[src/rtl/mctt_pkg.sv]
`default_nettype none

package mctt_pkg;

  // Sequencer timing.
  localparam int unsigned HISTORY_DEPTH       = 24;
  localparam int unsigned TICKS_PER_BEAT      = 48;
  localparam int unsigned TICKS_PER_SIXTEENTH = 12;
  localparam int unsigned MIDI_PPQ            = 24;
  localparam int unsigned CLOCK_TICKS         = TICKS_PER_BEAT / MIDI_PPQ;

  localparam int unsigned HIST_IDX_W = $clog2(HISTORY_DEPTH);
  localparam int unsigned HIST_CNT_W = $clog2(HISTORY_DEPTH + 1);
  localparam int unsigned HIST_SUM_W = 16 + HIST_CNT_W;
  localparam int unsigned TPM_W      = 25;
  localparam int unsigned DIV_W      = 32;

  // Dividend constants.
  localparam logic [DIV_W-1:0] MS_MILLI_MINUTE = 32'd60000000;
  localparam logic [DIV_W-1:0] MILLI_NUM_K     = 32'(60000000 * CLOCK_TICKS);
  localparam logic [DIV_W-1:0] TENTH_NUM_K     = 32'(600000 * CLOCK_TICKS);

  // Reset state that follows from a tempo of 120 bpm.
  localparam logic [18:0]      TEMPO_RESET      = 19'd120000;
  localparam logic [TPM_W-1:0] TPM_RESET        = 25'(120000 * TICKS_PER_BEAT);
  localparam logic [15:0]      PERIOD_RESET     = 16'(60000000 / (120000 * TICKS_PER_BEAT));
  localparam logic [31:0]      REMAINDER_RESET  = 32'(60000000 % (120000 * TICKS_PER_BEAT));

  // Request kinds.
  typedef enum logic [2:0] {
    REQ_MS_TICK  = 3'd0,
    REQ_CLOCK    = 3'd1,
    REQ_START    = 3'd2,
    REQ_CONTINUE = 3'd3,
    REQ_STOP     = 3'd4
  } req_t;

  // Configuration register indexes.
  localparam logic CFG_INTERNAL_SYNC = 1'b0;
  localparam logic CFG_TEMPO         = 1'b1;

  // Divider result bundle.
  typedef struct packed {
    logic             done;
    logic [DIV_W-1:0] quotient;
    logic [DIV_W-1:0] remainder;
  } div_resp_t;

  // Tick phase divided by three, for phases of one sixteenth.
  function automatic logic [1:0] phase_div3(input logic [3:0] p);
    logic [1:0] r;
    case (p)
      4'd0, 4'd1, 4'd2:  r = 2'd0;
      4'd3, 4'd4, 4'd5:  r = 2'd1;
      4'd6, 4'd7, 4'd8:  r = 2'd2;
      4'd9, 4'd10, 4'd11: r = 2'd3;
      default:           r = 2'd0;
    endcase
    return r;
  endfunction

  // True when the tick phase is a multiple of three.
  function automatic logic phase_mod3_zero(input logic [3:0] p);
    logic r;
    case (p)
      4'd0, 4'd3, 4'd6, 4'd9, 4'd12, 4'd15: r = 1'b1;
      default:                              r = 1'b0;
    endcase
    return r;
  endfunction

endpackage

`default_nettype wire

[src/rtl/mctt_div.sv]
`default_nettype none

module mctt_div (
  input  wire logic                       clk,
  input  wire logic                       rst,
  input  wire logic                       start,
  input  wire logic [mctt_pkg::DIV_W-1:0] dividend,
  input  wire logic [mctt_pkg::DIV_W-1:0] divisor,
  output mctt_pkg::div_resp_t             resp
);

  localparam int unsigned CNT_W = $clog2(mctt_pkg::DIV_W + 1);

  logic                       busy;
  logic [CNT_W-1:0]           count;
  logic [mctt_pkg::DIV_W:0]   rem;
  logic [mctt_pkg::DIV_W-1:0] quo;
  logic [mctt_pkg::DIV_W-1:0] dvs;
  logic [mctt_pkg::DIV_W:0]   shifted;
  logic [mctt_pkg::DIV_W:0]   trial;

  // One restoring step a cycle.
  assign shifted = {rem[mctt_pkg::DIV_W-1:0], quo[mctt_pkg::DIV_W-1]};
  assign trial   = shifted - {1'b0, dvs};

  always_ff @(posedge clk) begin
    if (rst) begin
      busy      <= 1'b0;
      count     <= '0;
      resp.done <= 1'b0;
    end else begin
      resp.done <= 1'b0;
      if (start) begin
        busy  <= 1'b1;
        count <= CNT_W'(mctt_pkg::DIV_W);
        rem   <= '0;
        quo   <= dividend;
        dvs   <= divisor;
      end else if (busy) begin
        rem   <= trial[mctt_pkg::DIV_W] ? shifted : trial;
        quo   <= {quo[mctt_pkg::DIV_W-2:0], ~trial[mctt_pkg::DIV_W]};
        count <= count - 1'b1;
        if (count == CNT_W'(1)) begin
          busy      <= 1'b0;
          resp.done <= 1'b1;
        end
      end
    end
  end

  assign resp.quotient  = quo;
  assign resp.remainder = rem[mctt_pkg::DIV_W-1:0];

endmodule

`default_nettype wire

[src/rtl/midi_clock_tempo_tracker.sv]
`default_nettype none

// Channel   Dir  Handshake                     Contents
// s_axis    in   s_axis_tvalid/s_axis_tready   request kind and sequencer state
// m_axis    out  m_axis_tvalid/m_axis_tready   step pulse, sub-steps, tempo estimates
// cfg       in   cfg_valid/cfg_ready           register index and write data
//
// A millisecond tick, start, continue or stop goes through ST_EMIT to its result.
// A MIDI clock in external sync passes the history read-modify-write and, unless
// no nonzero interval is left, three divisions on the one serial divider.
// A tempo or sync write that starts the period division holds the block until it is done.
// Reset is synchronous; the 24 history entries read as zero until written.
// Input is taken only when idle; a finished word waits in the output register.

module midi_clock_tempo_tracker (
  input  wire logic        clk,
  input  wire logic        rst,
  input  wire logic        s_axis_tvalid,
  output logic             s_axis_tready,
  input  wire logic [7:0]  s_axis_tdata,  // [0] sequencer_running
  input  wire logic [2:0]  s_axis_tuser,  // [2:0] req_type
  output logic             m_axis_tvalid,
  input  wire logic        m_axis_tready,
  output logic [39:0]      m_axis_tdata,  // [0] step_pulse, [2:1] step_index,
                                          // [4:3] nearest_step, [5] restart_steps,
                                          // [25:6] tempo_milli_bpm_est,
                                          // [37:26] tempo_tenth_bpm_est
  input  wire logic        cfg_valid,
  output logic             cfg_ready,
  input  wire logic        cfg_index,
  input  wire logic [18:0] cfg_data
);

  typedef enum logic [2:0] {
    ST_IDLE,
    ST_DERIVE,
    ST_HIST,
    ST_DIV_P,
    ST_DIV_M,
    ST_DIV_T,
    ST_EMIT
  } state_t;

  state_t state;

  // Configuration and timing state.
  logic                           internal_sync;
  logic [18:0]                    tempo_milli_bpm;
  logic [31:0]                    phase_accum;
  logic [15:0]                    period_ms;
  logic [31:0]                    period_remainder;
  logic [mctt_pkg::TPM_W-1:0]     ticks_per_minute_milli;
  logic [31:0]                    fraction_accum;
  logic [3:0]                     tick_phase;
  logic [15:0]                    midi_interval;
  logic                           clock_running;
  logic [19:0]                    tempo_milli_reg;
  logic [11:0]                    tempo_tenth_reg;

  // History memory, its valid bits and the running totals.
  logic [15:0]                      hist_mem [mctt_pkg::HISTORY_DEPTH];
  logic [mctt_pkg::HISTORY_DEPTH-1:0] hist_valid;
  logic [15:0]                      hist_rd_data;
  logic                             hist_rd_valid;
  logic                             hist_we;
  logic [mctt_pkg::HIST_IDX_W-1:0]  history_index;
  logic [15:0]                      hist_new;
  logic [mctt_pkg::HIST_SUM_W-1:0]  hist_sum;
  logic [mctt_pkg::HIST_CNT_W-1:0]  hist_count;

  // Result fields being built.
  logic step_pulse;
  logic [1:0] step_index;
  logic restart_steps;

  // Divider interface.
  logic                       div_start;
  logic [mctt_pkg::DIV_W-1:0] div_dividend;
  logic [mctt_pkg::DIV_W-1:0] div_divisor;
  mctt_pkg::div_resp_t        div_resp;

  mctt_div u_div (
    .clk      (clk),
    .rst      (rst),
    .start    (div_start),
    .dividend (div_dividend),
    .divisor  (div_divisor),
    .resp     (div_resp)
  );

  // A pending register write has priority, so input waits while one is offered.
  assign s_axis_tready = (state == ST_IDLE) && !cfg_valid;
  assign cfg_ready     = (state == ST_IDLE);

  logic                 in_acc;
  logic                 cfg_acc;
  mctt_pkg::req_t       req;
  logic                 seq_run;
  assign in_acc  = s_axis_tvalid && s_axis_tready;
  assign cfg_acc = cfg_valid && cfg_ready;
  assign req     = mctt_pkg::req_t'(s_axis_tuser);
  assign seq_run = s_axis_tdata[0];

  // Ms tick arithmetic.
  logic [31:0] frac_sum;
  logic        frac_wrap;
  logic [31:0] frac_next;
  logic [31:0] phase_step;
  logic [31:0] phase_tick;
  assign frac_sum   = fraction_accum + period_remainder;
  assign frac_wrap  = (frac_sum >= 32'(ticks_per_minute_milli));
  assign frac_next  = frac_wrap ? frac_sum - 32'(ticks_per_minute_milli) : frac_sum;
  assign phase_step = phase_accum - 32'(period_ms) - 32'(frac_wrap && internal_sync);
  assign phase_tick = (phase_accum[31] ? phase_accum : phase_step) + 32'd1;

  // Derived tempo product for a configuration write.
  logic [18:0]                tempo_new;
  logic [mctt_pkg::TPM_W-1:0] tpm_new;
  assign tempo_new = (cfg_index == mctt_pkg::CFG_TEMPO) ? cfg_data : tempo_milli_bpm;
  assign tpm_new   = mctt_pkg::TPM_W'(tempo_new) * mctt_pkg::TPM_W'(mctt_pkg::TICKS_PER_BEAT);

  // History update from the read of the old entry.
  logic [15:0]                     hist_old;
  logic [mctt_pkg::HIST_SUM_W-1:0] sum_next;
  logic [mctt_pkg::HIST_CNT_W-1:0] count_next;
  assign hist_old   = hist_rd_valid ? hist_rd_data : 16'd0;
  assign sum_next   = hist_sum - mctt_pkg::HIST_SUM_W'(hist_old)
                      + mctt_pkg::HIST_SUM_W'(hist_new);
  assign count_next = hist_count - mctt_pkg::HIST_CNT_W'(hist_old != 16'd0)
                      + mctt_pkg::HIST_CNT_W'(hist_new != 16'd0);

  // Nearest sub-step from the updated phase.
  logic signed [32:0] half_neg;
  logic               near_round;
  logic [3:0]         near_phase;
  assign half_neg   = -$signed({18'd0, period_ms[15:1]});
  assign near_round = $signed({phase_accum[31], phase_accum}) > half_neg;
  assign near_phase = (tick_phase + 4'(near_round) >= 4'(mctt_pkg::TICKS_PER_SIXTEENTH))
                      ? 4'd0 : tick_phase + 4'(near_round);

  // History memory: one write and one registered read.
  always_ff @(posedge clk) begin
    if (hist_we) begin
      hist_mem[history_index] <= hist_new;
    end
    hist_rd_data <= hist_mem[history_index];
  end

  // Control, state update and output register.
  always_ff @(posedge clk) begin
    if (rst) begin
      state                  <= ST_IDLE;
      internal_sync          <= 1'b1;
      tempo_milli_bpm        <= mctt_pkg::TEMPO_RESET;
      phase_accum            <= '0;
      period_ms              <= mctt_pkg::PERIOD_RESET;
      period_remainder       <= mctt_pkg::REMAINDER_RESET;
      ticks_per_minute_milli <= mctt_pkg::TPM_RESET;
      fraction_accum         <= '0;
      tick_phase             <= '0;
      midi_interval          <= '0;
      clock_running          <= 1'b0;
      tempo_milli_reg        <= '0;
      tempo_tenth_reg        <= '0;
      hist_valid             <= '0;
      hist_rd_valid          <= 1'b0;
      hist_we                <= 1'b0;
      history_index          <= '0;
      hist_sum               <= '0;
      hist_count             <= '0;
      div_start              <= 1'b0;
      m_axis_tvalid          <= 1'b0;
    end else begin
      div_start <= 1'b0;
      hist_we   <= 1'b0;
      if (m_axis_tvalid && m_axis_tready) begin
        m_axis_tvalid <= 1'b0;
      end
      case (state)
        ST_IDLE: begin
          if (cfg_acc) begin
            if (cfg_index == mctt_pkg::CFG_INTERNAL_SYNC) begin
              if (cfg_data[0] != internal_sync) begin
                internal_sync  <= cfg_data[0];
                phase_accum    <= '0;
                fraction_accum <= '0;
              end
            end else begin
              tempo_milli_bpm <= cfg_data;
            end
            // Derive the period when the block runs (or now runs) on its own tempo.
            if ((cfg_index == mctt_pkg::CFG_TEMPO && internal_sync) ||
                (cfg_index == mctt_pkg::CFG_INTERNAL_SYNC && cfg_data[0] && !internal_sync)) begin
              ticks_per_minute_milli <= tpm_new;
              fraction_accum         <= '0;
              if (tpm_new != '0) begin
                div_start    <= 1'b1;
                div_dividend <= mctt_pkg::MS_MILLI_MINUTE;
                div_divisor  <= 32'(tpm_new);
                state        <= ST_DERIVE;
              end
            end
          end else if (in_acc) begin
            step_pulse    <= 1'b0;
            step_index    <= 2'd0;
            restart_steps <= 1'b0;
            state         <= ST_EMIT;
            case (req)
              mctt_pkg::REQ_MS_TICK: begin
                if (seq_run && (internal_sync || clock_running)) begin
                  phase_accum <= phase_tick;
                  if (!phase_accum[31]) begin
                    fraction_accum <= frac_next;
                    if (mctt_pkg::phase_mod3_zero(tick_phase)) begin
                      step_pulse <= 1'b1;
                      step_index <= mctt_pkg::phase_div3(tick_phase);
                    end
                    tick_phase <= (tick_phase == 4'(mctt_pkg::TICKS_PER_SIXTEENTH - 1))
                                  ? 4'd0 : tick_phase + 4'd1;
                  end
                  if (clock_running && midi_interval != 16'hFFFF) begin
                    midi_interval <= midi_interval + 16'd1;
                  end
                end
              end
              mctt_pkg::REQ_CLOCK: begin
                if (!internal_sync) begin
                  phase_accum   <= phase_accum
                                   + 32'(17'(mctt_pkg::CLOCK_TICKS) * 17'(period_ms))
                                   - 32'(midi_interval);
                  hist_new      <= midi_interval;
                  midi_interval <= '0;
                  hist_rd_valid <= hist_valid[history_index];
                  state         <= ST_HIST;
                end
              end
              mctt_pkg::REQ_START: begin
                if (!internal_sync) begin
                  restart_steps <= 1'b1;
                  midi_interval <= '0;
                  phase_accum   <= '0;
                  tick_phase    <= '0;
                end
                clock_running <= 1'b1;
              end
              mctt_pkg::REQ_CONTINUE: begin
                clock_running <= 1'b1;
              end
              mctt_pkg::REQ_STOP: begin
                clock_running <= 1'b0;
              end
              default: begin
              end
            endcase
          end
        end
        ST_DERIVE: begin
          if (div_resp.done) begin
            period_ms        <= (div_resp.quotient > 32'd65535)
                                ? 16'hFFFF : div_resp.quotient[15:0];
            period_remainder <= div_resp.remainder;
            state            <= ST_IDLE;
          end
        end
        ST_HIST: begin
          // Write back the new interval and update the running totals.
          hist_we                   <= 1'b1;
          hist_valid[history_index] <= 1'b1;
          hist_sum                  <= sum_next;
          hist_count                <= count_next;
          if (count_next == '0) begin
            state <= ST_EMIT;
          end else begin
            div_start    <= 1'b1;
            div_dividend <= 32'(sum_next);
            div_divisor  <= 32'(count_next) * 32'(mctt_pkg::CLOCK_TICKS);
            state        <= ST_DIV_P;
          end
        end
        ST_DIV_P: begin
          if (div_resp.done) begin
            period_ms    <= (div_resp.quotient > 32'd65535)
                            ? 16'hFFFF : div_resp.quotient[15:0];
            div_start    <= 1'b1;
            div_dividend <= mctt_pkg::MILLI_NUM_K * 32'(hist_count);
            div_divisor  <= 32'(hist_sum) * 32'(mctt_pkg::TICKS_PER_BEAT);
            state        <= ST_DIV_M;
          end
        end
        ST_DIV_M: begin
          if (div_resp.done) begin
            tempo_milli_reg <= (div_resp.quotient > 32'd1048575)
                               ? 20'hFFFFF : div_resp.quotient[19:0];
            div_start       <= 1'b1;
            div_dividend    <= mctt_pkg::TENTH_NUM_K * 32'(hist_count);
            state           <= ST_DIV_T;
          end
        end
        ST_DIV_T: begin
          if (div_resp.done) begin
            tempo_tenth_reg <= (div_resp.quotient > 32'd4095)
                               ? 12'hFFF : div_resp.quotient[11:0];
            state           <= ST_EMIT;
          end
        end
        ST_EMIT: begin
          if (!m_axis_tvalid || m_axis_tready) begin
            m_axis_tvalid <= 1'b1;
            m_axis_tdata  <= {2'b00, tempo_tenth_reg, tempo_milli_reg, restart_steps,
                              mctt_pkg::phase_div3(near_phase), step_index, step_pulse};
            state <= ST_IDLE;
          end
        end
        default: begin
          state <= ST_IDLE;
        end
      endcase
      // Advance the history index after the write-back cycle.
      if (hist_we) begin
        history_index <= (history_index == mctt_pkg::HIST_IDX_W'(mctt_pkg::HISTORY_DEPTH - 1))
                         ? '0 : history_index + 1'b1;
      end
    end
  end

`ifndef SYNTHESIS
  a_count_range: assert property (@(posedge clk) disable iff (rst)
    hist_count <= mctt_pkg::HIST_CNT_W'(mctt_pkg::HISTORY_DEPTH))
    else $error("history count beyond depth");
  a_index_range: assert property (@(posedge clk) disable iff (rst)
    history_index < mctt_pkg::HIST_IDX_W'(mctt_pkg::HISTORY_DEPTH))
    else $error("history index beyond depth");
  a_phase_range: assert property (@(posedge clk) disable iff (rst)
    tick_phase < 4'(mctt_pkg::TICKS_PER_SIXTEENTH))
    else $error("tick phase beyond sixteenth");
  a_one_item: assert property (@(posedge clk) disable iff (rst)
    (s_axis_tvalid && s_axis_tready) |=> !s_axis_tready)
    else $error("second word taken while one is in work");
`endif

endmodule

`default_nettype wire

[config.mk]
export PLATFORM = sky130hd
export DESIGN_NAME = midi_clock_tempo_tracker
export DESIGN_NICKNAME = d
export VERILOG_FILES = /design/src/rtl/mctt_pkg.sv /design/src/rtl/mctt_div.sv /design/src/rtl/midi_clock_tempo_tracker.sv
export SDC_FILE = /design/constraint.sdc
export NUM_CORES = 2
export LEC_CHECK = 0
export BUFFER_PORTS_ARGS = -buffer_cell sky130_fd_sc_hd__buf_4
export CAP_MARGIN = 40
export CORE_UTILIZATION = 50
export CTS_CLUSTER_SIZE = 14
export DETAILED_ROUTE_END_ITERATION = 10
export PLACE_DENSITY_LB_ADDON = 0.2
export REMOVE_ABC_BUFFERS = 1
export SLEW_MARGIN = 0
export SYNTH_ARGS = -nofsm -noshare
export SYNTH_HDL_FRONTEND = slang
export SYNTH_SLANG_ARGS = --single-unit
[constraint.sdc]
create_clock -name clk -period 10.8 [get_ports clk]
set_clock_uncertainty 0.2 [all_clocks]
set_input_delay 1.62 -clock clk [delete_from_list [all_inputs] [get_ports clk]]
set_output_delay 1.62 -clock clk [all_outputs]
set_load 0.01 [all_outputs]
==> results_dict.tcl <==
set metrics [dict create \
    status "complete, no violations" \
    finalSetupViolCount 0 \
    place_hpwl_um 88170 \
    layout_setup_ws_ns 0.9663 \
    synth_area_um2 49270 \
    grt_usage_pct 25.05 \
    setup-tns-final_ns 0 \
    path_max_fanout 6 \
    clock_sinks 882 \
    cts_tree "done" \
    ctsHoldBuffers 0 \
    syn_area_per_cell_um2 10.64 \
    port_buffers 69 \
    globalplace.congestion 0.8887 \
    synth_cell_types 100 \
    crit_required_ns 11.12 \
    min_path_cells 0 \
    drt_first_pass_iters 5 \
    die-area_um2 99800 \
    synth_edf_count 590 \
    cp-end-kind "flop" \
    vdd.ir_drop.worst_uv 172.4 \
    grt_pass1_wl_um 193600 \
    drtIter0Drc 3120 \
    crit_arrival_ns 10.15 \
    io_pins 79 \
    antenna_found_initial 1 \
    htree_levels 3 \
    total_leakage_power_nw 21.07 \
    areaGrowthSynthToFinish_pct 11.60 \
    drive_above_1_share_pct 11.41 \
    fmax_mhz 101.7 \
    slowest_delay_ns 0.59 \
    drt-vias-per-instance 5.830 \
    power_density_nw_per_um2 208.6 \
    post_cts_buffers 0 \
    drc_errors 0 \
    grt_max_degree 113 \
    die_w_um 315.9 \
    cap_violations 0 \
    largest_register_ff_count 384 \
    hold_viol 0 \
    root_buffer "clkbuf_16" \
    clk_pin_slew_ns 0.06 \
    synth_flop_cell "edfxtp_1" \
    rsz0062_at_grt "false" \
    r2r_cells 38 \
    min_period_ns 9.834 \
    fp.dieH_um 315.9 \
    regMostFlops "hist_mem" \
    diodes 0 \
    ant_nets 0 \
    netlist_instances 4631 \
    place_inst 5880 \
    path_class "flop to flop" \
    fin_area_um2 54990 \
    async_reset_ff_share_pct 0 \
    hp-class "flop to flop" \
    place_ws_ns 0.9752 \
    synth_warnings 0 \
    final_core_util_pct 56.61 \
    nNetsFinal 5105 \
    drv_slew 0 \
    wl_per_cell_um 20.66 \
    fin_crit_sh_pct 91.05 \
    grt_pass1_vias 33501 \
    slew_headroom_pct 32.64 \
    num_rows 114 \
    dpl-instance-area_um2 51700 \
    crit_top_cell "ha_1" \
    cts_buffers 92 \
    final_common_cell "edfxtp_1" \
    clkLatencyLatePin_ns 0.69 \
    worst_slew_pin_slew_ns 0.9974 \
    finalNonFillerCells 6052 \
    slowest_stage "or4_1" \
    ys_seq_area_share_pct 47.82 \
    grt-ovfl-total 0 \
    start_util_pct 50.72 \
    reg_top3 "hist_mem: 384 flops, m_axis_tdata: 38 flops" \
    drt_wl_total_um 125000 \
    coreArea_um2 97140 \
    vias 35283 \
    ys_ff_latch 882 \
    critPathLaunchType "flop" \
    clock_path_buffers 3 \
    layout_common_cells "590 x edfxtp_1, 451 x nor2_1, 367 x nand2_1, 348 x inv_1, 320 x ha_1" \
]
-- layer usage --
layer,GRT usage [%],routed length [um],up-vias
met5,0,0,-
met1,35.63,57160,17222
met3,2.492,6196,194
met4,8.004,3720,0
met2,40.35,57970,868
li1,-,-,16999
-- critical path, delay by kind of cell, from the launching register on --
family                   cells  cell delay [ns]
buffers and inverters        3             0.20
AO/OA/AOI/OAI               12             2.64
multiplexers                 1             0.29
XOR/XNOR                     1             0.23
AND/OR/NAND/NOR             14             3.51
flip-flops                   1             0.34
adder cells (fa/ha/maj)      7             2.25
-- worst paths after layout --
path	start	slack, ns	endpoint
worst max register to register	fraction_accum[0]$_SDFFE_PP0P_	0.97	phase_accum[28]$_SDFFE_PP0P_
worst min register to register	div_divisor[10]$_DFFE_PP_	0.22	u_div.dvs[10]$_DFFE_PP_
worst min-delay path	div_divisor[10]$_DFFE_PP_	0.22	u_div.dvs[10]$_DFFE_PP_
worst max-delay path	fraction_accum[0]$_SDFFE_PP0P_	0.97	phase_accum[28]$_SDFFE_PP0P_
-- stage by stage --
step / hold WS [ns] / total power (W)
floorplan: 0.2003 / 0.007061
global placement: 0.2002 / 0.008021
detailed placement: 0.2045 / 0.008096
CTS: 0.2186 / 0.01151
global route: 0.2226 / 0.01209
finish: 0.2179 / 0.01147
-- logic make-up after synthesis --
| logic type | count (synthesis) | share of synthesized area [%] |
|---|---|---|
| simple gates | 1407 | 13.51 |
| compound gates | 976 | 12.88 |
| flops | 882 | 47.82 |
| buf+inv | 536 | 4.116 |
| fa+ha+maj | 372 | 10.22 |
| xor+xnor | 241 | 4.284 |
| mux | 216 | 7.156 |
| other cells | 1 | 0.007611 |
-- area by class of cell --
cell class / count / area (um^2)
timing repair buffer: 159 / 1468
clock inverter: 52 / 709.4
multi-input combinational: 3214 / 23770
fill: 8264 / 42150
inverter: 349 / 1310
clock buffer: 120 / 2562
sequential: 882 / 23570
tap: 1276 / 1597
-- cells in the mapped netlist, types with 76 or more instances --
cell,number,area (um^2)
xor2_1,86,753.2
nor3_1,145,725.7
nand2_1,367,1378
clkbuf_1,149,559.3
nand3_1,76,380.4
inv_1,348,1306
nor2_1,456,1712
o21ai_0,154,770.7
xnor2_1,155,1358
edfxtp_1,590,17720
a21o_1,87,653.1
a21oi_1,304,1521
mux4_2,102,2297
ha_1,320,4004
dfxtp_1,292,5846
-- report_power, final --
group	internal [W]	leakage, nW	switching (W)	total (W)
registers	0.00399	7.50	0.000264	0.00426
clock network	0.00200	1.57	0.00139	0.00339
logic	0.00155	12.0	0.00227	0.00382
total	0.00755	21.1	0.00392	0.0115
-- timing repair --
action	in CTS	in global routing
setup endpoints to repair	0	4
endpoints found under the hold margin	0	0
resized for setup	0	2
Power figures use the tool's default switching activity.
